### src/shared_hit_track_dedup_merge_top_defines.svh
// ----------------------------------------------------------------------------
// shared hit track dedup merge: assertion macros
// property checks that can be compiled out with ASSERT_OFF
// ----------------------------------------------------------------------------
`ifndef SHARED_HIT_TRACK_DEDUP_MERGE_TOP_DEFINES_SVH
`define SHARED_HIT_TRACK_DEDUP_MERGE_TOP_DEFINES_SVH

`ifndef ASSERT_OFF
// same-cycle check: property body is an implication or a plain expression
`define SHTDM_CHK(name, prop, msg) \
	name: assert property (@(posedge clk) disable iff (!arst_n) prop) else $error(msg);
// next-cycle check: consequent must hold in the cycle after the antecedent
`define SHTDM_CHK_NEXT(name, ante, cons, msg) \
	name: assert property (@(posedge clk) disable iff (!arst_n) (ante) |=> (cons)) else $error(msg);
`else
`define SHTDM_CHK(name, prop, msg)
`define SHTDM_CHK_NEXT(name, ante, cons, msg)
`endif

`endif

### src/shtdm_pkg.sv
// ----------------------------------------------------------------------------
// shtdm_pkg
// shared types and constants of the shared hit track dedup merge block
// ----------------------------------------------------------------------------
`timescale 1ns / 1ps

package shtdm_pkg;

	localparam int DEF_MAX_TRACKS = 16;
	localparam int DEF_MAX_HITS   = 64;

	localparam int TRACK_W = 4;
	localparam int HIT_W   = 16;

	localparam logic ACT_LOAD = 1'b0;
	localparam logic ACT_EOE  = 1'b1;

	typedef struct packed {
		logic               kept_collection;
		logic [TRACK_W-1:0] kept_track;
		logic               none_kept;
		logic               last_result;
	} res_t;

	typedef struct packed {
		logic               push;
		logic               fin;
		logic               coll;
		logic [TRACK_W-1:0] track;
	} emit_req_t;

	typedef struct packed {
		logic push_ok;
		logic fin_ok;
	} outq_stat_t;

	typedef struct packed {
		logic done;
		logic dup;
	} pair_rsp_t;

	typedef enum logic [2:0] {
		S_IDLE,
		S_RDA,
		S_LATA,
		S_SCAN,
		S_CMP,
		S_DONE
	} scan_state_t;

	typedef enum logic [3:0] {
		Q_IDLE,
		Q_DD_PAIR,
		Q_FETCH_A,
		Q_FETCH_B,
		Q_WAIT,
		Q_MG_OUTER,
		Q_MG_INNER,
		Q_MG_WIN,
		Q_MG_WEND,
		Q_TAIL,
		Q_FINAL
	} seq_state_t;

endpackage

### src/shtdm_scan.sv
// ----------------------------------------------------------------------------
// shtdm_scan
// shared hit counter for one track pair, walks the hit store
// ----------------------------------------------------------------------------
`timescale 1ns / 1ps

`include "shared_hit_track_dedup_merge_top_defines.svh"

module shtdm_scan #(
	parameter int MAX_HITS = 64,
	parameter int NSLOT = 32,
	localparam int IW = (NSLOT > 1) ? $clog2(NSLOT) : 1,
	localparam int CW = $clog2(MAX_HITS + 1),
	localparam int AW = (NSLOT * MAX_HITS > 1) ? $clog2(NSLOT * MAX_HITS) : 1
) (
	input  logic                     clk,
	input  logic                     arst_n,
	input  logic                     start,
	input  logic [IW-1:0]            a_idx,
	input  logic [IW-1:0]            b_idx,
	input  logic [CW-1:0]            na,
	input  logic [CW-1:0]            nb,
	output logic                     rd_en,
	output logic [AW-1:0]            rd_addr,
	input  logic [shtdm_pkg::HIT_W-1:0] rd_data,
	output shtdm_pkg::pair_rsp_t     rsp
);
	import shtdm_pkg::*;

	scan_state_t st_q, st_d;
	logic [CW-1:0]    k_q, l_q, s_q;
	logic [HIT_W-1:0] h_q;
	logic             hit_match;

	assign hit_match = (rd_data == h_q);

	// next state
	always_comb begin
		st_d = st_q;
		unique case (st_q)
			S_IDLE: if (start) st_d = S_RDA;
			S_RDA:  st_d = (k_q == na) ? S_DONE : S_LATA;
			S_LATA: st_d = S_SCAN;
			S_SCAN: st_d = (l_q == nb) ? S_RDA : S_CMP;
			S_CMP:  st_d = hit_match ? S_RDA : S_SCAN;
			S_DONE: st_d = S_IDLE;
			default: st_d = S_IDLE;
		endcase
	end

	// outputs
	always_comb begin
		rd_en    = 1'b0;
		rd_addr  = '0;
		rsp.done = 1'b0;
		rsp.dup  = 1'b0;
		unique case (st_q)
			S_RDA: begin
				rd_en   = (k_q != na);
				rd_addr = AW'(int'(a_idx) * MAX_HITS + int'(k_q));
			end
			S_SCAN: begin
				rd_en   = (l_q != nb);
				rd_addr = AW'(int'(b_idx) * MAX_HITS + int'(l_q));
			end
			S_DONE: begin
				rsp.done = 1'b1;
				rsp.dup  = ({s_q, 1'b0} > {1'b0, na}) || ({s_q, 1'b0} > {1'b0, nb});
			end
			default: ;
		endcase
	end

	always_ff @(posedge clk or negedge arst_n) begin
		if (!arst_n) begin
			st_q <= S_IDLE;
			k_q  <= '0;
			l_q  <= '0;
			s_q  <= '0;
		end else begin
			st_q <= st_d;
			unique case (st_q)
				S_IDLE: if (start) begin
					k_q <= '0;
					s_q <= '0;
				end
				S_LATA: l_q <= '0;
				S_SCAN: if (l_q == nb) k_q <= k_q + 1'b1;
				S_CMP: begin
					if (hit_match) begin
						s_q <= s_q + 1'b1;
						k_q <= k_q + 1'b1;
					end else begin
						l_q <= l_q + 1'b1;
					end
				end
				default: ;
			endcase
		end
	end

	// hit of the first track held while the second track is walked
	always_ff @(posedge clk) begin
		if (st_q == S_LATA) h_q <= rd_data;
	end

	`SHTDM_CHK(a_k_range, (st_q != S_IDLE) |-> (k_q <= na), "hit index past track a")
	`SHTDM_CHK(a_s_le_k, (s_q <= k_q), "shared count above walked hits")
	`SHTDM_CHK(a_l_range, (st_q == S_CMP) |-> (l_q < nb), "compare past track b")

endmodule

### config.mk
export PLATFORM = sky130hd
export DESIGN_NAME = shtdm_scan
export DESIGN_NICKNAME = d
export VERILOG_FILES = /design/src/shtdm_pkg.sv /design/src/shtdm_scan.sv
export VERILOG_INCLUDE_DIRS = /design/src /design/src/src
export SDC_FILE = /design/constraint.sdc
export NUM_CORES = 1
export LEC_CHECK = 0
export ABC_AREA = 1
export BUFFER_PORTS_ARGS = -buffer_cell sky130_fd_sc_hd__buf_2
export CAP_MARGIN = 25
export CELL_PAD_IN_SITES_DETAIL_PLACEMENT = 2
export CELL_PAD_IN_SITES_GLOBAL_PLACEMENT = 2
export CORE_MARGIN = 2
export CORE_UTILIZATION = 31
export CTS_CLUSTER_SIZE = 28
export DETAILED_ROUTE_END_ITERATION = 12
export PLACE_DENSITY_LB_ADDON = 0.1
export SYNTH_ARGS = -nofsm -noshare
export SYNTH_HDL_FRONTEND = slang
export SYNTH_SLANG_ARGS = --single-unit
### constraint.sdc
create_clock -name clk -period 2.85 [get_ports clk]
set_input_delay 0.57 -clock clk [delete_from_list [all_inputs] [get_ports clk]]
set_output_delay 0.57 -clock clk [all_outputs]
set_load 0.01 [all_outputs]
Word-level counts from Yosys, hierarchy flattened
Index checks and enable logic that the tools add are counted.
- logic and storage cells: 50
- bits in registers: 40
- output and inout port bits: 14
- input bits: 43
- muxes and demuxes: 16
- order comparisons: 2
- equal/unequal tests: 14
- reduce and logical (&&, ||, !) cells: 8
- add/sub/neg operators: 5
- operator list (operator ; count):
    $mux W7 ; 5
    $pmux W7 S2 ; 2
    $add A11 B7 Y11 ; 2
    $pmux W11 S2 ; 1
    $add A7 B1 Y7 const B ; 3
    $pmux W7 S3 ; 1
    $eq A16 B16 Y1 ; 1
    $gt A8 B7 Y1 ; 2
    $pmux W3 S5 ; 1
    $eq A7 B7 Y1 ; 2
    $ne A7 B7 Y1 ; 2
    $mux W3 ; 3
    $ne A2 B2 Y1 const B ; 4
    $eq A3 B2 Y1 const B ; 2
    $eq A3 B3 Y1 const B ; 2
    $mux W2 ; 2
    $reduce_and A4 Y1 ; 1
    $reduce_bool A2 Y1 ; 2
    $eq A3 B1 Y1 const B ; 1
    $logic_not A3 Y1 ; 1
    $reduce_and A3 Y1 ; 1
    $reduce_bool A3 Y1 ; 1
    $pmux W1 S2 ; 1
    $reduce_and A2 Y1 ; 1
    $logic_or A1 B1 Y1 ; 1

Logic depth before layout (Yosys ltp)
Gate-level depths: netlist of run 1.
- word-level depth: 3
- depth in mapped cells: 12
- depth with buffers taken out: 11

Worst setup path before layout of run 1
OpenSTA, ideal clock, no wires.
- path type: register -> register
- start point: reg st_q[1]
- end point: reg l_q[4]
- arrival: 2.232 ns
- setup time: 0.121 ns
- stages on the path, launching flop included: 7
- path slack: 0.497 ns
- required time: 2.729 ns
- path buffers: 1
- period minus slack after synthesis: 2.353 ns
- cell sequence: dfrtp_1 > inv_1 > nor3_1 > inv_2 > nand2_2 > buf_6 > o21ai_2
- cells in the longest elaborated chain, start to end: 3
- elaborated cells between the ends (all ways): 6
- classes of those cells: eq/ne (3); mux (1); reduce/logical (2)
- RTL lines (what ; line ; text):
    start: declaration ; shtdm_scan.sv:30 ; scan_state_t st_q, st_d;
    start signal: assignment ; shtdm_scan.sv:81 ; st_q <= st_d;
    $eq A3 B3 Y1 / $eq A3 B2 Y1 (equally long branches) ; shtdm_scan.sv:82 ; unique case (st_q)
    $ne A2 B2 Y1 (no source line) / $reduce_bool A2 Y1 (equally long branches) ; -- ;
    $reduce_and A2 Y1 (no source line) ; -- ;
    end signal: assignment ; shtdm_scan.sv:94 ; l_q <= l_q + 1'b1;
    end: declaration ; shtdm_scan.sv:31 ; logic [CW-1:0] k_q, l_q, s_q;
Several ways; a longest one is shown, not always the timed one.
A chain may end at the register's enable or synchronous reset.

==> flow_summary.toml, run 1 <==
[cts]
cts_buffers = 5
clock_latency_ps = 300
clock-sinks = 40
clockBufferDepth = 2
cts_tree = "done"
cts-root-buf = "clkbuf_8"
cts_resized = 0
post_cts_buffers = 0
clk_pin_slew_ps = 90
hold_buffers = 0
htree_levels = 2

[detailed_routing]
num_vias = 2996
drc_errors = 0
wirelength_um = 9723
wl_per_cell_um = 15.58
antenna_left = 0
dr.first_iter.drc_count = 37
drtPass1Iterations = 4
vias_per_cell = 4.801

[floorplan]
pin_count = 57
dieArea_sq_um = 10690
rows = 36
die_w_um = 103.4
start_util_pct = 31.61
die_h_um = 103.4
coreArea_sq_um = 9684

[timing]
tightest_slew_ps = 653.5
timing.final.ws_setup_ps = 408.2
final.setup.tns_ps = 0
hold_viol = 0
finalCriticalPeriod_ps = 2442
fin_skew_ps = 5.160
slew_viol_final = 0
post-route-period-util_pct = 85.68
setup_violations = 0
slew_headroom_pct = 56.43
rsz0062_at_grt = "false"
fmax_mhz = 409.5

[pwr]
peakVddDrop_mv = 0.3378
power.density_nw_per_um2 = 637.7
power.leakage_uw = 0.001924

[hold_path]
hold_class = "input port to async pin"

[logic_synthesis]
netlist_area_sq_um = 3062
ys_seq_elements = 40
seq_area_frac_synth_pct = 35.31
ys_types = 31
syn_avg_cell_area_sq_um = 7.153
yosysWarnings = 0
synthesis.nets = 490
syn_inst = 428

[worst_setup_path]
cp_max_fo = 6
crit_path_start_kind = "flop"
critical_path_class = "flop to output pin"
reg2reg_slack_ps = 930
worst_r2r_path_depth = 7
path_cells = "ha_1, nand2_1, nor2_1, a211oi_1, o21ai_0, nand2_1, a21boi_0, buf_2"
crit_path_top_delay_cell = "dfrtp_1"
reg2reg_to = "l_q[2]"
crit_arrival_ps = 1870
end_kind = "output pin"
cp_common_cell = "nand2_1"
reg2reg_from = "st_q[1]"
slowest_delay_ps = 490
cp.required_ps = 2280

[layout]
final_nets = 552
antennaDiodeCount = 0
seqCellArea_sq_um = 1081
final_area_sq_um = 3610
drive_above_1_share_pct = 19.14
multi_input_area_sq_um = 1668
syn2layout_area_growth_pct = 17.90
fillerInstances = 1210

[placement]
dpl_cell_area_sq_um = 3498
place_ws_ps = 523.0
place_congestion = 0.7672
port_buffers = 56
hpwl_um = 7636

[global_routing]
grt-ovfl-total = 0
grt_usage_pct = 19.26
first_global_vias = 3296
grt_max_degree = 25
grt_pass1_wl_um = 15840
antenna_found_initial = 0

[job]
cap_violations = 0

[outcome]
outcome = "finished, final reports clean"
-- kinds of logic after synthesis --
kind of cell | count (synthesis) | share of synthesized area (%)
xor gates and xnor gates | 12 | 3.433
and+or+nand+nor | 247 | 36.66
buffers and inverters | 79 | 10.38
adders and majority gates | 19 | 7.765
DFF | 40 | 35.31
AOI/OAI and AO/OA | 31 | 6.457
-- synth_stat cells --
| master | n | share of area (%) |
|---|---|---|
| nand4_1 | 18 | 3.7 |
| a21oi_1 | 8 | 1.3 |
| nor3_4 | 1 | 0.53 |
| inv_4 | 1 | 0.20 |
| a211oi_1 | 1 | 0.25 |
| xor2_1 | 9 | 2.6 |
| ha_1 | 19 | 7.8 |
| nor2_1 | 50 | 6.1 |
| nand3_1 | 17 | 2.8 |
| a22o_1 | 2 | 0.57 |
| o21ai_0 | 6 | 0.98 |
| edfxtp_1 | 16 | 16 |
| nand2_4 | 3 | 1.1 |
| nor2_2 | 2 | 0.41 |
| nand3_4 | 1 | 0.57 |
| nand2_1 | 132 | 16 |
| inv_2 | 4 | 0.49 |
| o21ai_2 | 6 | 1.7 |
| xnor2_1 | 3 | 0.86 |
| buf_4 | 1 | 0.25 |
| buf_6 | 2 | 0.74 |
| nor2_4 | 2 | 0.74 |
| dfrtp_1 | 24 | 20 |
| nand3_2 | 3 | 0.98 |
| inv_1 | 71 | 8.7 |
| nand2_2 | 5 | 1.0 |
| o21ai_1 | 1 | 0.16 |
| o22ai_1 | 6 | 1.2 |
| a21boi_0 | 1 | 0.25 |
| nor3b_1 | 5 | 1.2 |
| nor3_1 | 8 | 1.3 |
-- per-stage QoR --
stage,power (uW),cells,hold WS (ps),util (%)
finish,2302,624,290.8,37.27
global placement,1794,616,541.6,36.12
detailed placement,1841,616,550.8,36.12
CTS,2347,624,310.1,37.27
global route,2474,624,309.5,37.27
floorplan,1502,428,274.4,-
-- critical path, delay by kind of cell (launching register included) --
kind            cells  cell delay (ps)
flops               1              490
fa+ha+maj           1              340
compound gates      3              340
simple gates        3              230
buf+inv             1              170
-- per-layer routing --
layer	up-vias	wire length (um)	global-route usage, %
li1	1479	-	-
met1	1470	4249	22.74
met2	42	5141	37.17
met3	5	283	3.024
met4	0	48	2.733
met5	-	0	0
-- worst max path at each step --
stage               slack, ps     end  cells after the start    start
finish                    410  rsp[0]                      8   s_q[2]
floorplan                 500  l_q[4]                      6  st_q[1]
CTS                       360  rsp[0]                      8   s_q[2]
global route              220  rsp[0]                      8   s_q[2]
global placement          550  rsp[0]                     10    nb[3]
detailed placement        520  rsp[0]                     10    na[6]
-- layout make-up --
type	count	share of cell area (%)
clock buffers	5	1.906
clock inverters	3	1.179
inverters	76	7.972
multi-input cells	309	46.20
flip-flops and latches	40	29.95
well taps	133	4.610
repair buffers	58	8.180
-- registers in the layout, indices dropped and copies added, names as in the netlist --
name / flops
h_q: 16
k_q: 7
l_q: 7
s_q: 7
st_q: 3
-- report_power, final --
group          switching [uW]  internal (uW)
Combinational             673            290
Sequential                114            736
Clock                     229            260
-- cells in the final DEF (no fill, tap or decap) --
cell       count
nand4_1       18
nor3_1         7
ha_1          19
inv_1         71
nor2_1        50
buf_2         56
a211oi_1       1
a21boi_0       1
nand3_4        1
clkinv_1       1
inv_2          4
clkbuf_8       5
nor2_2         2
buf_4          2
nand2_4        3
nand2_2        5
a22o_1         2
nand3_1       17
nor3b_1        5
bufinv_16      1
xor2_1         9
nand3_2        3
o22ai_1        6
o21ai_2        6
inv_4          1
nor2_4         2
nor3_4         1
clkinv_4       1
o21ai_0        6
xnor2_1        3
a21oi_1        8
o21ai_1        1
edfxtp_1      16
nor3_2         1
nand2_1      132
dfrtp_1       24
Note: power is estimated with default switching activity, not from simulation.
==> run 2, diff against run 1 <==
CORE_UTILIZATION = 28   (was 31)
clock period = 2 ns   (was 2.85 ns; I/O delays follow)
==> flow_summary.toml, run 2 (same netlist as run 1, synthesis figures left out) <==
[layout]
seqCellArea_sq_um = 1096
multi_input_area_sq_um = 1934
layout_common_cells = "nand2_1 (126), inv_1 (63), buf_2 (56), nor2_1 (44), buf_4 (29)"
final_nets = 582
syn2layout_area_growth_pct = 34.61
largest_reg_flops = 16
antennaDiodeCount = 0
drive_above_1_share_pct = 34.17
regMostFlops = "h_q"
final_common_cell = "nand2_1"
fillerInstances = 1292
final_area_sq_um = 4121

[outcome]
outcome = "finished with violations"
failed_checks = "setup timing"

[timing]
post-route-period-util_pct = 110.5
hold_viol = 0
slew_viol_final = 0
slew_headroom_pct = 52.91
rsz0062_at_grt = "true"
fmax_mhz = 452.4
setup_violations = 1
finalCriticalPeriod_ps = 2210
final.setup.tns_ps = -210.3
timing.final.ws_setup_ps = -210.3
tightest_slew_ps = 706.4
fin_skew_ps = 2.817

[floorplan]
die_h_um = 108.6
dieArea_sq_um = 11790
rows = 38
die_w_um = 108.6
start_util_pct = 28.49
pin_count = 57
coreArea_sq_um = 10750

[global_routing]
antenna_found_initial = 0
top_usage_layer = "met2"
grt_usage_pct = 18.51
use_met1_pct = 22.39
first_global_vias = 3319
use_met3_pct = 3.255
grt_pass1_wl_um = 16740
grtUsageMet2_pct = 34.24
grt-ovfl-total = 0
grt_max_degree = 25

[worst_setup_path]
cp.required_ps = 1600
end_kind = "output pin"
reg2reg_slack_ps = 250
cp_max_fo = 3
reg2reg_from = "st_q[0]"
worst_r2r_path_depth = 9
reg2reg_to = "l_q[2]"
crit_path_start_kind = "flop"
critical_path_class = "flop to output pin"
crit_arrival_ps = 1810

[cts]
clock_latency_ps = 310
cts_tree = "done"
htree_levels = 2
cts_buffers = 5
clockBufferDepth = 2
clk_pin_slew_ps = 90
hold_buffers = 0
clock-sinks = 40
cts-root-buf = "clkbuf_8"

[pwr]
power.density_nw_per_um2 = 855.1
pwr-share-clk_pct = 16.3
p_switching_uw = 1578
power.leakage_uw = 0.002066
power_frac_comb_pct = 49.8
p_sw_share_pct = 44.78
seqPwrFrac_pct = 33.9
p_int_uw = 1946
peakVddDrop_mv = 0.4806

[detailed_routing]
wl_per_cell_um = 16.14
antenna_left = 0
drc_errors = 0
dr.first_iter.drc_count = 64
drtPass1Iterations = 4
num_vias = 3166
vias_per_cell = 4.790
wirelength_um = 10670

[placement]
hpwl_um = 7947
place_congestion = 0.7756
dpl_cell_area_sq_um = 3567
port_buffers = 56

[hold_path]
hold_class = "input port to async pin"

[job]
cap_violations = 0
-- run 2: cell count changes in the layout (fill, tap and decap cells not counted), sizes merged --
cell,previous run,this run
buf,58,88
bufinv,1,0
clkbuf,5,6
clkinv,2,1
clkinvlp,0,1
-- run 2: per-stage QoR --
stage | power [uW] | utilization (%) | hold slack [ps] | worst slack, ps | cells
after floorplan | 2145 | - | 104.4 | 181.2 | 428
after global placement | 2608 | 33.20 | 487.2 | 24.79 | 631
after detailed placement | 2667 | 33.20 | 489.9 | -3.408 | 631
after CTS | 3318 | 35.76 | 149.2 | -176.3 | 643
after global routing | 3809 | 38.36 | 150.0 | -318.5 | 661
final | 3524 | 38.36 | 134.7 | -210.3 | 661
-- run 2: repair_timing --
action | CTS | global route
setup buffers | 4 | 18
pin swaps | 6 | 19
gates resized for setup | 38 | 36
endpoints found under the setup margin | 10 | 10
-- run 2: area by class of cell --
| class | instances | area share (%) |
|---|---|---|
| tap | 140 | 4.250 |
| clock inverter | 2 | 0.3036 |
| multi-input combinational | 309 | 46.93 |
| sequential | 40 | 26.59 |
| inverter | 76 | 7.043 |
| timing repair buffer | 88 | 13.11 |
| clock buffer | 6 | 1.761 |
-- run 2: how the worst max path moves through the flow --
stage / startpoint / slack, ps / depth (start not counted) / end
finish: s_q[1] / -210 / 8 / rsp[0]
global placement: na[6] / 20 / 10 / rsp[0]
floorplan: st_q[1] / 180 / 6 / l_q[4]
CTS: s_q[2] / -180 / 10 / rsp[0]
detailed placement: na[3] / -3 / 12 / rsp[0]
global route: s_q[1] / -320 / 8 / rsp[0]
-- run 2: power groups by stage --
| stage | clock [uW] | combinational, uW | sequential [uW] |
|---|---|---|---|
| 2_1_floorplan | 0 | 957 | 1190 |
| 3_3_place_gp | 0 | 1400 | 1210 |
| 3_5_place_dp | 0 | 1440 | 1230 |
| 4_1_cts | 606 | 1490 | 1230 |
| 5_1_grt | 646 | 1940 | 1220 |
| 6_report | 574 | 1760 | 1190 |
-- run 2: critical path, cell delays in order, from the launching register on --
cell and delay [ps]:
dfrtp_2 480, ha_4 300, nand2_4 60, nor2_4 100, a211oi_2 50, o21ai_1 160
nand2_1 80, a21boi_1 120, buf_2 160
-- run 2: routing by layer --
| metal | vias to the layer above | wire (um) |
|---|---|---|
| met1 | 1571 | 4565 |
| met2 | 45 | 5678 |
| met4 | 0 | 82 |
| li1 | 1542 | - |
| met5 | - | 0 |
| met3 | 8 | 342 |
==> run 3, diff against run 2 <==
--- a/config.mk
+++ b/config.mk
@@ -17,3 +17,3 @@
 export DETAILED_ROUTE_END_ITERATION = 12
-export PLACE_DENSITY_LB_ADDON = 0.1
+export PLACE_DENSITY = 0.81
 export SYNTH_ARGS = -nofsm -noshare
--- a/constraint.sdc
+++ b/constraint.sdc
@@ -3,2 +3,2 @@
 set_output_delay 0.4 -clock clk [all_outputs]
-set_load 0.01 [all_outputs]
+set_load 0.005 [all_outputs]
==> flow_summary.toml, run 3 (same netlist as run 1, synthesis figures left out) <==
[pwr]
seqPwrFrac_pct = 32.4
peakVddDrop_mv = 0.3575
power.density_nw_per_um2 = 885.7
p_int_uw = 2057
pwr-share-clk_pct = 19.6
p_sw_share_pct = 44.07
power.leakage_uw = 0.002079
power_frac_comb_pct = 48.1
p_switching_uw = 1620

[detailed_routing]
drtPass1Iterations = 4
wl_met1_um = 5157
met2_length_um = 5826
dr.first_iter.drc_count = 115
num_vias = 3185
wl_per_cell_um = 17.71
wirelength_um = 11690
wl_met3_um = 411
vias_per_cell = 4.826
antenna_left = 0
drc_errors = 0
top_layer = "met4"

[outcome]
outcome = "finished with violations"
failed_checks = "setup timing"

[timing]
setup_violations = 4
slew_headroom_pct = 57.40
post-route-period-util_pct = 111.5
fin_skew_ps = 7.277
timing.final.ws_setup_ps = -229.7
fmax_mhz = 448.5
rsz0062_at_grt = "true"
slew_viol_final = 0
hold_viol = 0
finalCriticalPeriod_ps = 2230
tightest_slew_ps = 639.0

[worst_setup_path]
crit_path_top_delay_cell = "dfrtp_2"
reg2reg_from = "h_q[6]"
cp_common_cell = "nand2_1"
cp_max_fo = 4
critical_path_class = "flop to output pin"
slowest_delay_ps = 490
crit_arrival_ps = 1830
reg2reg_slack_ps = 230
cp.required_ps = 1600
reg2reg_to = "s_q[3]"
crit_path_start_kind = "flop"
crit_family = "flip-flops"
path_cells = "ha_4, nand2_2, inv_2, nand2_1, nand2_1, nand2_1, nand4_1, nand2_2, a21boi_1, buf_2"
end_kind = "output pin"
path_buf_inv = 2
worst_r2r_path_depth = 10

[cts]
cts_buffers = 5
clock-sinks = 40
clock_latency_ps = 310
cts-root-buf = "clkbuf_8"
clockBufferDepth = 2
clk_pin_slew_ps = 100
htree_levels = 2
hold_buffers = 0
cts_tree = "done"

[layout]
syn2layout_area_growth_pct = 35.59
fillerInstances = 1256
final_common_cell = "nand2_1"
antennaDiodeCount = 0
final_area_sq_um = 4151
layout_common_cells = "nand2_1 (122), inv_1 (63), buf_2 (56), nor2_1 (46), buf_4 (25)"
fin_util_pct = 38.64
largest_reg_flops = 16
drive_above_1_share_pct = 34.81
final_nets = 581
multi_input_area_sq_um = 1946
regMostFlops = "h_q"
seqCellArea_sq_um = 1094

[placement]
place_congestion = 0.8368
port_buffers = 56
hpwl_um = 8255
dpl_cell_area_sq_um = 3567

[floorplan]
rows = 38
dieArea_sq_um = 11790
die_w_um = 108.6
pin_count = 57
coreArea_sq_um = 10750
start_util_pct = 28.49
die_h_um = 108.6

[global_routing]
antenna_found_initial = 0
grt_usage_pct = 19.91
grt-ovfl-total = 0
grt_pass1_wl_um = 17940
first_global_vias = 3536
grt_max_degree = 25

[job]
cap_violations = 0

[hold_path]
hold_class = "input port to async pin"
run 3: cell count changes in the layout (fill, tap and decap cells not counted), moves of 2 or more:
| cell | change |
|---|---|
| dfrtp_2 | -2 |
| nand2_1 | -4 |
| o22ai_1 | -4 |
| ha_4 | -2 |
| buf_4 | -4 |
| o22ai_2 | +4 |
| ha_1 | +2 |
| buf_6 | +4 |
| dfrtp_1 | +2 |
| nand2_2 | +4 |
| nor2_1 | +2 |
run 3: worst max-delay path by stage:
stage / start / end / cells after the start
3_3_place_gp: na[5] / rsp[0] / 10
5_1_grt: s_q[4] / rsp[0] / 8
6_report: s_q[2] / rsp[0] / 10
4_1_cts: s_q[2] / rsp[0] / 10
2_1_floorplan: st_q[1] / l_q[4] / 6
3_5_place_dp: na[3] / rsp[0] / 12
run 3: routing by layer:
| layer | track usage, % | vias up |
|---|---|---|
| met5 | 0 | - |
| met1 | 24.24 | 1561 |
| met2 | 35.89 | 62 |
| met4 | 6.044 | 0 |
| li1 | - | 1541 |
| met3 | 3.074 | 21 |
run 3: power groups by stage:
stage / Clock, uW / Combinational (uW) / Sequential, uW
after floorplan: 0 / 928 / 1190
after global placement: 0 / 1330 / 1210
after detailed placement: 0 / 1400 / 1220
after CTS: 734 / 1560 / 1190
after global routing: 764 / 1940 / 1220
final: 719 / 1770 / 1190
run 3: worst register-to-register path, stage by stage (launching register included):
cell and delay, ps:
edfxtp_1 400, nor2_1 120, nor2_1 50, nor2_1 90, nand2_1 90, nor2_2 170
nand2_1 110, nand2_4 200, nand3_2 240, nand2_1 140, nand2_1 60
run 3: what timing repair did:
action | 4_1_cts | 5_1_grt
buffers inserted | 14 | 8
pin swaps | 11 | 13
gates resized for setup | 49 | 34
setup endpoints to repair | 11 | 9
run 3: per-stage QoR:
step | worst slack [ps] | TNS [ps] | hold slack [ps] | cells | total power [uW]
after floorplan | 181.2 | 0 | 104.4 | 428 | 2116
after global placement | 45.45 | 0 | 444.6 | 631 | 2533
after detailed placement | -24.27 | -24.27 | 450.2 | 631 | 2620
after CTS | -190.6 | -203.0 | 109.5 | 653 | 3483
after global routing | -319.6 | -693.2 | 127.4 | 660 | 3923
final | -229.7 | -295.2 | 93.51 | 660 | 3677
run 3: layout make-up:
type	instances	area share, %
clock inverters	3	1.025
multi-input cells	309	46.87
clock buffers	5	1.658
flip-flops and latches	40	26.34
inverters	76	6.992
repair buffers	87	12.90
well taps	140	4.219
