<file path="src/shared_hit_track_dedup_merge_top_defines.svh">
// ----------------------------------------------------------------------------
// shared hit track dedup merge: assertion macros
// property checks that can be compiled out with ASSERT_OFF
// ----------------------------------------------------------------------------
`ifndef SHARED_HIT_TRACK_DEDUP_MERGE_TOP_DEFINES_SVH
`define SHARED_HIT_TRACK_DEDUP_MERGE_TOP_DEFINES_SVH

`ifndef ASSERT_OFF
// same-cycle check: property body is an implication or a plain expression
`define SHTDM_CHK(name, prop, msg) \
	name: assert property (@(posedge clk) disable iff (!arst_n) prop) else $error(msg);
// next-cycle check: consequent must hold in the cycle after the antecedent
`define SHTDM_CHK_NEXT(name, ante, cons, msg) \
	name: assert property (@(posedge clk) disable iff (!arst_n) (ante) |=> (cons)) else $error(msg);
`else
`define SHTDM_CHK(name, prop, msg)
`define SHTDM_CHK_NEXT(name, ante, cons, msg)
`endif

`endif

</file>
<file path="src/shtdm_pkg.sv">
// ----------------------------------------------------------------------------
// shtdm_pkg
// shared types and constants of the shared hit track dedup merge block
// ----------------------------------------------------------------------------
`timescale 1ns / 1ps

package shtdm_pkg;

	localparam int DEF_MAX_TRACKS = 16;
	localparam int DEF_MAX_HITS   = 64;

	localparam int TRACK_W = 4;
	localparam int HIT_W   = 16;

	localparam logic ACT_LOAD = 1'b0;
	localparam logic ACT_EOE  = 1'b1;

	typedef struct packed {
		logic               kept_collection;
		logic [TRACK_W-1:0] kept_track;
		logic               none_kept;
		logic               last_result;
	} res_t;

	typedef struct packed {
		logic               push;
		logic               fin;
		logic               coll;
		logic [TRACK_W-1:0] track;
	} emit_req_t;

	typedef struct packed {
		logic push_ok;
		logic fin_ok;
	} outq_stat_t;

	typedef struct packed {
		logic done;
		logic dup;
	} pair_rsp_t;

	typedef enum logic [2:0] {
		S_IDLE,
		S_RDA,
		S_LATA,
		S_SCAN,
		S_CMP,
		S_DONE
	} scan_state_t;

	typedef enum logic [3:0] {
		Q_IDLE,
		Q_DD_PAIR,
		Q_FETCH_A,
		Q_FETCH_B,
		Q_WAIT,
		Q_MG_OUTER,
		Q_MG_INNER,
		Q_MG_WIN,
		Q_MG_WEND,
		Q_TAIL,
		Q_FINAL
	} seq_state_t;

endpackage

</file>
<file path="src/shtdm_out_if.sv">
// ----------------------------------------------------------------------------
// shtdm_out_if
// surviving track result channel
// ----------------------------------------------------------------------------
`timescale 1ns / 1ps

interface shtdm_out_if;
	logic                           valid;
	logic                           ready;
	logic                           kept_collection;
	logic [shtdm_pkg::TRACK_W-1:0]  kept_track;
	logic                           none_kept;
	logic                           last_result;

	modport source (output valid, kept_collection, kept_track, none_kept, last_result,
		input ready);
	modport sink (input valid, kept_collection, kept_track, none_kept, last_result,
		output ready);
endinterface

</file>
<file path="src/shtdm_outq.sv">
// ----------------------------------------------------------------------------
// shtdm_outq
// one-deep hold for the last-result mark plus the output register
// ----------------------------------------------------------------------------
`timescale 1ns / 1ps

`include "shared_hit_track_dedup_merge_top_defines.svh"

module shtdm_outq (
	input  logic                   clk,
	input  logic                   arst_n,
	input  shtdm_pkg::emit_req_t   req,
	output shtdm_pkg::outq_stat_t  stat,
	shtdm_out_if.source            tracks
);
	import shtdm_pkg::*;

	logic pend_v_q, out_v_q;
	res_t pend_q, out_q;
	logic out_free, do_push, do_fin, out_load;

	assign out_free     = !out_v_q || tracks.ready;
	assign stat.push_ok = !pend_v_q || out_free;
	assign stat.fin_ok  = out_free;
	assign do_push      = req.push && stat.push_ok;
	assign do_fin       = req.fin && stat.fin_ok;
	assign out_load     = (do_push && pend_v_q) || do_fin;

	assign tracks.valid           = out_v_q;
	assign tracks.kept_collection = out_q.kept_collection;
	assign tracks.kept_track      = out_q.kept_track;
	assign tracks.none_kept       = out_q.none_kept;
	assign tracks.last_result     = out_q.last_result;

	always_ff @(posedge clk or negedge arst_n) begin
		if (!arst_n) begin
			pend_v_q <= 1'b0;
			out_v_q  <= 1'b0;
		end else begin
			if (do_push) pend_v_q <= 1'b1;
			else if (do_fin) pend_v_q <= 1'b0;
			if (out_load) out_v_q <= 1'b1;
			else if (tracks.ready) out_v_q <= 1'b0;
		end
	end

	always_ff @(posedge clk) begin
		if (do_push) begin
			pend_q <= '{kept_collection: req.coll, kept_track: req.track,
				none_kept: 1'b0, last_result: 1'b0};
			if (pend_v_q) out_q <= pend_q;
		end else if (do_fin) begin
			if (pend_v_q) out_q <= '{kept_collection: pend_q.kept_collection,
				kept_track: pend_q.kept_track, none_kept: 1'b0, last_result: 1'b1};
			else out_q <= '{kept_collection: 1'b0, kept_track: '0,
				none_kept: 1'b1, last_result: 1'b1};
		end
	end

	`SHTDM_CHK_NEXT(a_push_held, do_push, pend_v_q, "pushed track not held")
	`SHTDM_CHK_NEXT(a_fin_last, do_fin, out_v_q && out_q.last_result && !pend_v_q,
		"event close did not present last result")
	`SHTDM_CHK(a_none_zero, (out_v_q && out_q.none_kept) |->
		((out_q.kept_track == '0) && !out_q.kept_collection), "empty result not zeroed")

endmodule

</file>
<file path="src/flat_wrapper.sv">
// flat-port wrapper written by rule: the top's interface ports become plain ports
module shtdm_outq_flat import shtdm_pkg::*;
  (clk, arst_n, req, stat, tracks_valid, tracks_kept_collection, tracks_kept_track, tracks_none_kept, tracks_last_result, tracks_ready);
  shtdm_out_if tracks_i ();
  input  logic clk;
  input  logic arst_n;
  input  shtdm_pkg::emit_req_t req;
  output shtdm_pkg::outq_stat_t stat;
  output wire logic [$bits(tracks_i.valid)-1:0] tracks_valid;
  output wire logic [$bits(tracks_i.kept_collection)-1:0] tracks_kept_collection;
  output wire logic [$bits(tracks_i.kept_track)-1:0] tracks_kept_track;
  output wire logic [$bits(tracks_i.none_kept)-1:0] tracks_none_kept;
  output wire logic [$bits(tracks_i.last_result)-1:0] tracks_last_result;
  input wire logic [$bits(tracks_i.ready)-1:0] tracks_ready;
  assign tracks_valid = tracks_i.valid;
  assign tracks_kept_collection = tracks_i.kept_collection;
  assign tracks_kept_track = tracks_i.kept_track;
  assign tracks_none_kept = tracks_i.none_kept;
  assign tracks_last_result = tracks_i.last_result;
  assign tracks_i.ready = tracks_ready;
  shtdm_outq u_core (.clk(clk), .arst_n(arst_n), .req(req), .stat(stat), .tracks(tracks_i));
endmodule
</file>
<file path="config.mk">
export PLATFORM = sky130hd
export DESIGN_NAME = shtdm_outq_flat
export DESIGN_NICKNAME = d
export VERILOG_FILES = /design/src/shtdm_pkg.sv /design/src/shtdm_out_if.sv /design/src/shtdm_outq.sv /design/src/flat_wrapper.sv
export VERILOG_INCLUDE_DIRS = /design/src /design/src/src
export SDC_FILE = /design/constraint.sdc
export NUM_CORES = 1
export LEC_CHECK = 0
export BUFFER_PORTS_ARGS = -buffer_cell sky130_fd_sc_hd__buf_2
export CORE_MARGIN = 1
export CORE_UTILIZATION = 40
export DETAILED_ROUTE_END_ITERATION = 16
export PLACE_DENSITY_LB_ADDON = 0.05
export SYNTH_ARGS = -nofsm -noshare
export SYNTH_HDL_FRONTEND = slang
export SYNTH_SLANG_ARGS = --single-unit
</file>
<file path="constraint.sdc">
create_clock -name clk -period 1.2 [get_ports clk]
set_input_delay 0.24 -clock clk [delete_from_list [all_inputs] [get_ports clk]]
set_output_delay 0.24 -clock clk [all_outputs]
set_load 0.03 [all_outputs]
</file>
Yosys cells after proc, flatten, opt, wreduce, memory -nomap -nowiden
Cells that the tools add are included.
{"block": "totals", "reg_bits": 14, "wordCells": 28}
{"block": "classes", "n_reduce_logical": 11, "mux": 8, "n_eq_ne": 1}
{"operator": "$mux W7", "count": 4}
{"operator": "$mux W1", "count": 4}
{"operator": "$reduce_bool A2 Y1", "count": 2}
{"operator": "$logic_and A1 B1 Y1", "count": 3}
{"operator": "$logic_or A1 B1 Y1", "count": 3}
{"operator": "$logic_not A1 Y1", "count": 2}
{"operator": "$ne A2 B1 Y1 const B", "count": 1}
{"operator": "$reduce_and A2 Y1", "count": 1}

Depth between registers and ports, before layout
Gate-level depths: netlist of run 1.
{"block": "logic_depth", "depth_word": 7, "ltp_mapped": 3, "mapped_depth_nobuf": 3}

Worst setup path before layout of run 1
OpenSTA, ideal clock, no wires.
{"block": "synth_timing", "kind": "register to register", "startpoint": "register u_core.out_v_q, in the netlist u_core.tracks.valid", "endpoint": "register u_core.out_q (netlist bit u_core.tracks.kept_collection) (enable)", "setup_ps": 360, "t_arrival_ps": 1001, "n_path_buf": 0, "path_stages_with_launch": 3, "path_slack_ps": -161, "synth_period_minus_slack_ps": 1361, "t_required_ps": 840, "cell_sequence": "dfrtp_1 nor2b_4 nor2_1"}
{"block": "synth_between", "elab_chain_len": 6}
{"item": "from (decl)", "line": "shtdm_outq.sv:18", "source": "logic pend_v_q, out_v_q;"}
{"item": "from (signal assigned)", "line": "shtdm_outq.sv:38", "source": "out_v_q <= 1'b0;"}
{"item": "from (signal assigned)", "line": "shtdm_outq.sv:42", "source": "if (out_load) out_v_q <= 1'b1;"}
{"item": "from (signal assigned)", "line": "shtdm_outq.sv:43", "source": "else if (tracks.ready) out_v_q <= 1'b0;"}
{"item": "$logic_not A1 Y1 (*)", "line": "shtdm_outq.sv:22", "source": "assign out_free = !out_v_q || tracks.ready;"}
{"item": "$logic_or A1 B1 Y1 (*)", "line": "shtdm_outq.sv:22"}
{"item": "$logic_or A1 B1 Y1", "line": "shtdm_outq.sv:23", "source": "assign stat.push_ok = !pend_v_q || out_free;"}
{"item": "$logic_and A1 B1 Y1", "line": "shtdm_outq.sv:25", "source": "assign do_push = req.push && stat.push_ok;"}
{"item": "$ne A2 B1 Y1 (no line) / $reduce_bool A2 Y1 (equally long branches)"}
{"item": "$reduce_and A2 Y1 (no line) (*)"}
{"item": "to (signal assigned)", "line": "shtdm_outq.sv:51", "source": "if (pend_v_q) out_q <= pend_q;"}
{"item": "to (signal assigned)", "line": "shtdm_outq.sv:53", "source": "if (pend_v_q) out_q <= '{kept_collection: pend_q.kept_collection,"}
{"item": "to (signal assigned)", "line": "shtdm_outq.sv:55", "source": "else out_q <= '{kept_collection: 1'b0, kept_track: '0,"}
{"item": "to (decl)", "line": "shtdm_outq.sv:19", "source": "res_t pend_q, out_q;"}
Mark *: on every way between the ends. The rest lies on a longest branch, timed or not.
A chain may end at the register's enable or synchronous reset.

==> results.sh, run 1 <==
export IMPL_clock_latency_ns=0.28
export IMPL_gp_congestion=0.631
export IMPL_critPathLaunchType="register"
export IMPL_drive_above_1_share_pct=59.7
export IMPL_peakVddDrop_mv=0.749
export IMPL_ys_types=13
export IMPL_finalHoldViolCount=0
export IMPL_syn_num_nets=42
export IMPL_violations="negative setup slack"
export IMPL_tightest_slew_ns=0.255
export IMPL_hold_class="in -> reg"
export IMPL_fp_coreArea_um2=1160
export IMPL_clkSinkCount=14
export IMPL_drtIter0Drc=6
export IMPL_finalCriticalPeriod_ns=1.25
export IMPL_synth_cells=32
export IMPL_rsz0062_at_grt="true"
export IMPL_die_area_um2=1450
export IMPL_overflow=0
export IMPL_synth_top_flop_cell="edfxtp_1"
export IMPL_post_drt_wl_per_cell_um=12.9
export IMPL_die_h_um=38.1
export IMPL_yosysSeqAreaShare_pct=78.7
export IMPL_finClkSkew_ns=0.00480
export IMPL_cp_top_family="flip-flops"
export IMPL_routed_wl_um=984
export IMPL_cts_clk_slew_worst_paths_ns=0.08
export IMPL_cp_end_kind="output pin"
export IMPL_grt_usage_pct=17.2
export IMPL_fin_ws_ns=-0.0526
export IMPL_synth_seq_cells=14
export IMPL_critPathMaxStageDelay_ns=0.43
export IMPL_status="finished with violations"
export IMPL_setup_viol=7
export IMPL_finalPower_mw=1.14
export IMPL_post_route_drc_count=0
export IMPL_antenna_found_initial=0
export IMPL_finalMaxSlewViolations=0
export IMPL_cts_buffers=3
export IMPL_synth_edff_count=12
export IMPL_vias_per_cell=4.63
export IMPL_worstPathMaxFanout=3
export IMPL_grt_max_degree=9
export IMPL_grt_pass1_vias=367
export IMPL_rows=12
export IMPL_die_w_um=38.1
export IMPL_maxCapViolations=0
export IMPL_worstPathArrival_ns=1.01
export IMPL_power_leakage_nw=0.328
export IMPL_stdcell_count=76
export IMPL_postSynthAreaPerCell_um2=16.3
export IMPL_yosys_cell_count_top_type="edfxtp_1"
export IMPL_ys_top_cells_by_area="edfxtp_1, dfrtp_1, nor2b_1, nor2b_4, a21oi_1"
export IMPL_fin_crit_sh_pct=104
export IMPL_synth_top_area_cell="edfxtp_1"
export IMPL_cts_tree="yes"
export IMPL_initial_utilization_pct=45.1
export IMPL_post_place_cells=64
export IMPL_synth_common_cells="edfxtp_1, nor2b_1"
export IMPL_crit_type="reg -> out"
export IMPL_powerDensity_nw_per_um2=1490
export IMPL_ant_nets=0
export IMPL_cts_root_buf="clkbuf_4"
export IMPL_synth_async_reset_ratio_pct=14.3
export IMPL_fmax_mhz=798
export IMPL_first_pass_iters=4
export IMPL_grt_pass1_wl_mm=1.54
export IMPL_yosysTopAreaCellShare_pct=69.1
export IMPL_cts_buffer_depth=2
export IMPL_worst_ep_required_time_ns=0.96
export IMPL_slowest_stage="dfrtp_2"
export IMPL_synthesis_area_um2=522
export IMPL_max_slew_margin_rel_pct=82.5
export IMPL_htreeDepth=1
export IMPL_critPathBufInv=2
export IMPL_num_nets_final=73
export IMPL_vias=352
export IMPL_port_buffers=19
export IMPL_yosysWarnings=0
export IMPL_antenna_cells=0
export IMPL_syn_to_final_growth_pct=46.3
export IMPL_cp_cell_sequence="nor2b_4, inv_2, buf_6"
export IMPL_pin_count=20
## cells in the final DEF (no fill, tap or decap)
cell type	n
a21oi_1	1
a21oi_4	1
a31oi_1	1
buf_2	17
buf_4	6
buf_6	3
clkbuf_4	3
clkbuf_8	1
dfrtp_2	2
dlygate4sd3_1	1
edfxtp_1	12
inv_1	1
inv_2	1
mux2i_1	1
nand2_1	2
nand3b_1	1
nor2_2	1
nor2_4	1
nor2b_1	5
nor2b_4	1
## cell type report
cell class,count,area (um^2)
Multi-Input combinational cell,15,115
Timing Repair Buffer,27,174
Inverter,2,7.51
Tap cell,14,17.5
Sequential cell,14,413
Clock buffer,4,36.3
Fill cell,91,393
## registers in the layout, summed over array words and instances, names as in the netlist
name	count
u_core.tracks.valid	1
u_core.pend_v_q	1
u_core.tracks.last_result	1
u_core.tracks.kept_track	4
u_core.tracks.none_kept	1
u_core.tracks.kept_collection	1
u_core.pend_q	5
## logic make-up after synthesis
family                 after synthesis  share of synthesized area [%]
AOI/OAI and AO/OA                    3                           3.12
buffers and inverters                3                           2.88
DFF                                 14                           78.7
muxes                                1                           1.92
and+or+nand+nor                     11                           13.4
## through the flow
stage / setup slack (ns) / hold WS, ns / cell area, um^2 / utilization [%] / TNS [ns]
after floorplan: 0.0253 / -0.0556 / 534 / - / 0
after global placement: 0.101 / 0.0243 / 639 / 55.3 / 0
after detailed placement: 0.0626 / 0.0282 / 639 / 55.3 / 0
after CTS: -0.0639 / 0.132 / 752 / 65.0 / -0.176
after global routing: -0.0848 / 0.128 / 763 / 66.0 / -0.536
final: -0.0526 / 0.139 / 763 / 66.0 / -0.139
## layer usage
layer	vias to the layer above	GRT usage, %	share of wire [%]
li1	170	-	-
met1	164	15.0	32
met2	18	33.9	61
met3	0	5.23	6.6
met4	0	8.04	0
met5	-	0	0
## path summary, 6_finish.rpt
kind	from	end	slack (ns)	depth (start not counted)
max	u_core.tracks.valid	stat[0]	-0.05	3
min in group asynchronous	arst_n	u_core.tracks.valid	0.26	2
min	req[3]	u_core.pend_q[5]	0.14	1
max reg2reg	u_core.tracks.valid	u_core.pend_q[5]	-0.01	3
max in group asynchronous	arst_n	u_core.pend_v_q	0.83	2
min reg2reg	u_core.pend_q[6]	u_core.tracks.kept_collection	0.54	1
## timing repair
action                                  4_1_cts  5_1_grt
endpoints found under the setup margin        2       14
pin swaps                                     3        1
resized for setup                             7        1
setup buffers                                 6        1
hold buffers                                  1        0
hold endpoints to repair                      2        0
## power breakdown
group / internal [mW] / leakage, nW / switching [mW] / total, mW
Sequential: 0.577 / 0.134 / 0.0110 / 0.588
Combinational: 0.0877 / 0.172 / 0.131 / 0.218
Clock: 0.184 / 0.0210 / 0.148 / 0.332
Total: 0.849 / 0.328 / 0.290 / 1.14
## worst register-to-register path, cell delays in order, from the launching register on
cell and delay, ns:
dfrtp_2 0.43, nor2b_4 0.13, buf_4 0.15, a21oi_4 0.20
No activity file was read; power rests on OpenSTA's default activity.
==> run 2: changes to the inputs <==
Settings changed: CORE_AREA set to 2 2 39 41, CORE_MARGIN 1 to not set, CORE_UTILIZATION 40 to not set, CTS_BUF_LIST set to sky130_fd_sc_hd__clkbuf_4 sky130_fd_sc_hd__clkbuf_8, DIE_AREA set to 0 0 41 43.
==> run 2 against run 1 <==
  * The run still ends with negative setup slack left
  * Sequential power about the same
  * Hold slack about the same
  * Register-to-register slack improved by 0.02 ns
  * Combinational power shrank 13%
  * Sequential cell count stayed put
  * Fmax rose by 0.28%
  * Clock skew is 0.0033 ns lower
  * First-iteration DRC count is 67% lower
==> results.sh, run 2 (synthesis results as in run 1) <==
export IMPL_mostFrequentLayoutCells="buf_2, edfxtp_1, nor2b_1"
export IMPL_grt_pass1_wl_mm=1.19
export IMPL_first_pass_iters=4
export IMPL_cts_clk_slew_worst_paths_ns=0.08
export IMPL_stdcell_count=73
export IMPL_regMostFlops="u_core.pend_q"
export IMPL_crit_type="reg -> out"
export IMPL_use_met1_pct=12.0
export IMPL_clock_latency_ns=0.27
export IMPL_grt_usage_pct=10.2
export IMPL_critPathBufInv=2
export IMPL_vias_per_cell=4.32
export IMPL_drtIter0Drc=2
export IMPL_worst_ep_required_time_ns=0.96
export IMPL_cp_end_kind="output pin"
export IMPL_die_area_um2=1760
export IMPL_post_route_drc_count=0
export IMPL_vias=315
export IMPL_initial_utilization_pct=37.7
export IMPL_cts_buffer_depth=2
export IMPL_rsz0062_at_grt="true"
export IMPL_comb_power_share_pct=18.2
export IMPL_syn_to_final_growth_pct=36.9
export IMPL_hold_class="in -> reg"
export IMPL_worstPathMaxFanout=3
export IMPL_finalMaxSlewViolations=0
export IMPL_finClkSkew_ns=0.00154
export IMPL_critPathLaunchType="register"
export IMPL_drive_above_1_share_pct=54.4
export IMPL_powerDensity_nw_per_um2=1450
export IMPL_peakVddDrop_mv=0.674
export IMPL_setup_viol=1
export IMPL_violations="negative setup slack"
export IMPL_cp_cell_sequence="nor2b_4, inv_2, buf_6"
export IMPL_cts_tree="yes"
export IMPL_rows=14
export IMPL_finalHoldViolCount=0
export IMPL_dp_hpwl_um=574
export IMPL_grt_pass1_vias=296
export IMPL_port_buffers=19
export IMPL_cp_top_family="flip-flops"
export IMPL_tightest_slew_ns=0.246
export IMPL_htreeDepth=1
export IMPL_seqCellArea_um2=413
export IMPL_routed_wl_um=753
export IMPL_gp_congestion=0.707
export IMPL_multi_input_comb_area_um2=115
export IMPL_largest_reg_flops=5
export IMPL_maxCapViolations=0
export IMPL_status="finished with violations"
export IMPL_gr_usage_met3_pct=3.14
export IMPL_power_frac_clock_pct=25.4
export IMPL_ant_nets=0
export IMPL_final_common_cell="buf_2"
export IMPL_fin_crit_sh_pct=104
export IMPL_worstPathArrival_ns=1.01
export IMPL_p_int_mw=0.766
export IMPL_die_h_um=43
export IMPL_clkSinkCount=14
export IMPL_fin_util_pct=51.6
export IMPL_top_usage_layer="met2"
export IMPL_switching_share_pct=26.2
export IMPL_pin_count=20
export IMPL_cts_buffers=3
export IMPL_grt_util_met2_pct=15.6
export IMPL_antenna_found_initial=0
export IMPL_antenna_cells=0
export IMPL_slowest_stage="dfrtp_2"
export IMPL_seqPwrFrac_pct=56.4
export IMPL_max_slew_margin_rel_pct=83.1
export IMPL_finalCriticalPeriod_ns=1.25
export IMPL_grt_max_degree=9
export IMPL_fill_cells=122
export IMPL_cts_root_buf="clkbuf_4"
export IMPL_die_w_um=41
export IMPL_post_place_cells=66
export IMPL_holdWs_ns=0.139
export IMPL_critPathMaxStageDelay_ns=0.42
export IMPL_overflow=0
export IMPL_fin_ws_ns=-0.0490
export IMPL_num_nets_final=68
export IMPL_fmax_mhz=801
export IMPL_fp_coreArea_um2=1380
export IMPL_p_sw_mw=0.272
export IMPL_post_drt_wl_per_cell_um=10.3
export IMPL_power_leakage_nw=0.298
==> run 2: cell types whose count changed in the layout (fill, tap and decap cells not counted), sizes merged <==
cell    change
clkbuf      -1
buf         -5
clkinv      +1
==> run 2: worst paths after layout <==
path / start / endpoint / slack (ns) / depth (start not counted)
setup / recovery: u_core.tracks.valid / stat[0] / -0.05 / 3
hold / removal: req[2] / u_core.pend_q[4] / 0.14 / 1
setup reg to reg: u_core.tracks.valid / u_core.pend_q[6] / 0.01 / 3
hold reg to reg: u_core.pend_q[5] / u_core.tracks.kept_track[3] / 0.54 / 1
max in group asynchronous: arst_n / u_core.tracks.valid / 0.81 / 2
min in group asynchronous: arst_n / u_core.pend_v_q / 0.28 / 2
==> run 2: power groups by stage <==
stage / Sequential, mW / Combinational, mW / Clock (mW)
final: 0.586 / 0.189 / 0.263
after CTS: 0.586 / 0.191 / 0.275
after floorplan: 0.648 / 0.0644 / 0
after detailed placement: 0.600 / 0.163 / 0
after global placement: 0.599 / 0.160 / 0
after global routing: 0.590 / 0.204 / 0.292
==> run 2: per-layer routing <==
metal | share of wire, % | vias up
li1 | - | 161
met1 | 40 | 137
met2 | 50 | 15
met3 | 8.4 | 2
met4 | 1.1 | 0
met5 | 0 | -
==> run 2: what timing repair did <==
action,4_1_cts,5_1_grt
setup buffers,2,0
resized for setup,7,0
pin swaps,3,0
endpoints found under the setup margin,2,14
endpoints found under the hold margin,2,0
hold buffers,1,0
==> run 2: final cells by class <==
cell class | instances | area share, %
Clock buffer | 3 | 3.15
Inverter | 2 | 1.05
Sequential cell | 14 | 57.8
Timing Repair Buffer | 22 | 18.6
Multi-Input combinational cell | 15 | 16.1
Tap cell | 16 | 2.80
Clock inverter | 1 | 0.525
==> run 2: per-stage QoR <==
stage	TNS, ns	total power [mW]	setup slack (ns)	cell area [um^2]
5_1_grt	-0.376	1.09	-0.0815	714
6_report	-0.0490	1.04	-0.0490	714
2_1_floorplan	0	0.713	0.0253	534
3_5_place_dp	0	0.763	0.0666	642
3_3_place_gp	0	0.759	0.103	642
4_1_cts	-0.0718	1.05	-0.0637	714
==> run 3: changes to the inputs <==
Settings changed: SKIP_CTS_REPAIR_TIMING set to 1, SLEW_MARGIN set to 20.
==> run 3 against run 2 <==
  * Largest cell class unchanged
  * Design area is the same
  * Sequential power about the same
  * First-iteration DRC count fell by 100%
  * Cell count is the same
  * Clock skew down 0.00078 ns
  * The flow still finishes with violations (negative setup slack)
  * Fmax down 2.0%
  * Critical path depth unchanged
  * Setup slack got worse by 0.025 ns
  * Total power shrank 0.41%
==> results.sh, run 3 (synthesis results as in run 1) <==
export IMPL_hold_class="in -> reg"
export IMPL_grt_usage_pct=9.07
export IMPL_post_drt_wl_per_cell_um=10.6
export IMPL_powerDensity_nw_per_um2=1450
export IMPL_finalMaxSlewViolations=0
export IMPL_critPathCapture="stat[0]"
export IMPL_rsz0062_at_grt="true"
export IMPL_initial_utilization_pct=37.7
export IMPL_first_pass_iters=1
export IMPL_max_slew_margin_rel_pct=83.1
export IMPL_ant_nets=0
export IMPL_use_met1_pct=9.82
export IMPL_mostFrequentLayoutCells="buf_2, edfxtp_1, nor2b_1"
export IMPL_overflow=0
export IMPL_reg2reg_slack_ns=0.02
export IMPL_fin_crit_sh_pct=106
export IMPL_final_common_cell="buf_2"
export IMPL_cts_clk_slew_worst_paths_ns=0.08
export IMPL_fin_util_pct=51.6
export IMPL_routed_wl_um=774
export IMPL_post_route_drc_count=0
export IMPL_fin_ws_ns=-0.0742
export IMPL_htreeDepth=1
export IMPL_r2r_end="u_core.pend_q[5]"
export IMPL_worstPathArrival_ns=1.03
export IMPL_grt_max_degree=9
export IMPL_setup_viol=2
export IMPL_seqCellArea_um2=413
export IMPL_clkSinkCount=14
export IMPL_multi_input_comb_area_um2=115
export IMPL_antenna_found_initial=0
export IMPL_cts_buffer_depth=2
export IMPL_fp_coreArea_um2=1380
export IMPL_fill_cells=120
export IMPL_finalHoldViolCount=0
export IMPL_cts_tree="yes"
export IMPL_drtIter0Drc=0
export IMPL_tightest_slew_ns=0.246
export IMPL_grt_util_met2_pct=14.1
export IMPL_die_area_um2=1760
export IMPL_vias=306
export IMPL_maxCapViolations=0
export IMPL_die_h_um=43
export IMPL_vias_per_cell=4.19
export IMPL_crit_reg2reg_launch="u_core.tracks.valid"
export IMPL_cts_root_buf="clkbuf_4"
export IMPL_crit_type="reg -> out"
export IMPL_violations="negative setup slack"
export IMPL_grt_pass1_wl_mm=1.05
export IMPL_gr_usage_met3_pct=3.14
export IMPL_power_leakage_nw=0.298
export IMPL_pin_count=20
export IMPL_clock_latency_ns=0.27
export IMPL_dp_hpwl_um=574
export IMPL_rows=14
export IMPL_status="finished with violations"
export IMPL_syn_to_final_growth_pct=36.9
export IMPL_rr_worst_depth=3
export IMPL_regMostFlops="u_core.pend_q"
export IMPL_finClkSkew_ns=0.000754
export IMPL_die_w_um=41
export IMPL_cts_buffers=3
export IMPL_worst_ep_required_time_ns=0.96
export IMPL_finalPower_mw=1.03
export IMPL_largest_reg_flops=5
export IMPL_drive_above_1_share_pct=54.4
export IMPL_worstPathMaxFanout=3
export IMPL_critPathLaunch="u_core.tracks.valid"
export IMPL_antenna_cells=0
export IMPL_cp_end_kind="output pin"
export IMPL_top_usage_layer="met2"
export IMPL_port_buffers=19
export IMPL_grt_pass1_vias=264
export IMPL_peakVddDrop_mv=0.665
export IMPL_finalCriticalPeriod_ns=1.27
export IMPL_fmax_mhz=785
export IMPL_gp_congestion=0.707
export IMPL_num_nets_final=68
export IMPL_critPathLaunchType="register"
run 3: cell counts in the layout (fill, tap and decap cells not counted):
No cell type changed its count.
run 3: per-layer routing:
| layer | part of all wire, % | routed length (um) |
|---|---|---|
| met2 | 49 | 381 |
| met5 | 0 | 0 |
| met4 | 0 | 0 |
| met3 | 7.6 | 59 |
| met1 | 43 | 332 |
run 3: worst min-delay path by stage:
stage | cells after the start | end | start | slack [ns]
2_1_floorplan | 0 | u_core.pend_v_q | arst_n | -0.06
3_3_place_gp | 1 | u_core.pend_v_q | arst_n | 0.02
3_5_place_dp | 1 | u_core.pend_v_q | arst_n | 0.03
4_1_cts | 1 | u_core.tracks.valid | arst_n | -0.28
5_1_grt | 1 | u_core.pend_q[6] | req[4] | 0.13
6_report | 1 | u_core.pend_q[4] | req[2] | 0.14
run 3: power by group:
part	leakage (nW)	switching [mW]	internal [mW]	total [mW]
Clock	0.0154	0.138	0.120	0.259
Combinational	0.148	0.118	0.0684	0.186
Sequential	0.134	0.0122	0.577	0.589
Total	0.298	0.268	0.765	1.03
run 3: through the flow:
stage	instance area (um^2)	hold slack (ns)	TNS [ns]	cells	worst slack, ns
CTS	668	-0.277	-0.257	70	-0.166
global placement	642	0.0240	0	66	0.103
detailed placement	642	0.0252	0	66	0.0666
floorplan	534	-0.0556	0	32	0.0253
finish	714	0.140	-0.0933	73	-0.0742
global route	714	0.128	-0.267	73	-0.119
run 3: critical path, cell delays in order (launching register included):
cell	delay [ns]
dfrtp_2	0.38
nor2b_4	0.19
inv_2	0.06
buf_6	0.13
run 3: layout make-up:
type / count / area share (%)
tap: 16 / 2.80
sequential: 14 / 57.8
clock buffer: 3 / 3.15
multi-input combinational: 15 / 16.1
clock inverter: 1 / 0.525
timing repair buffer: 22 / 18.6
inverter: 2 / 1.05
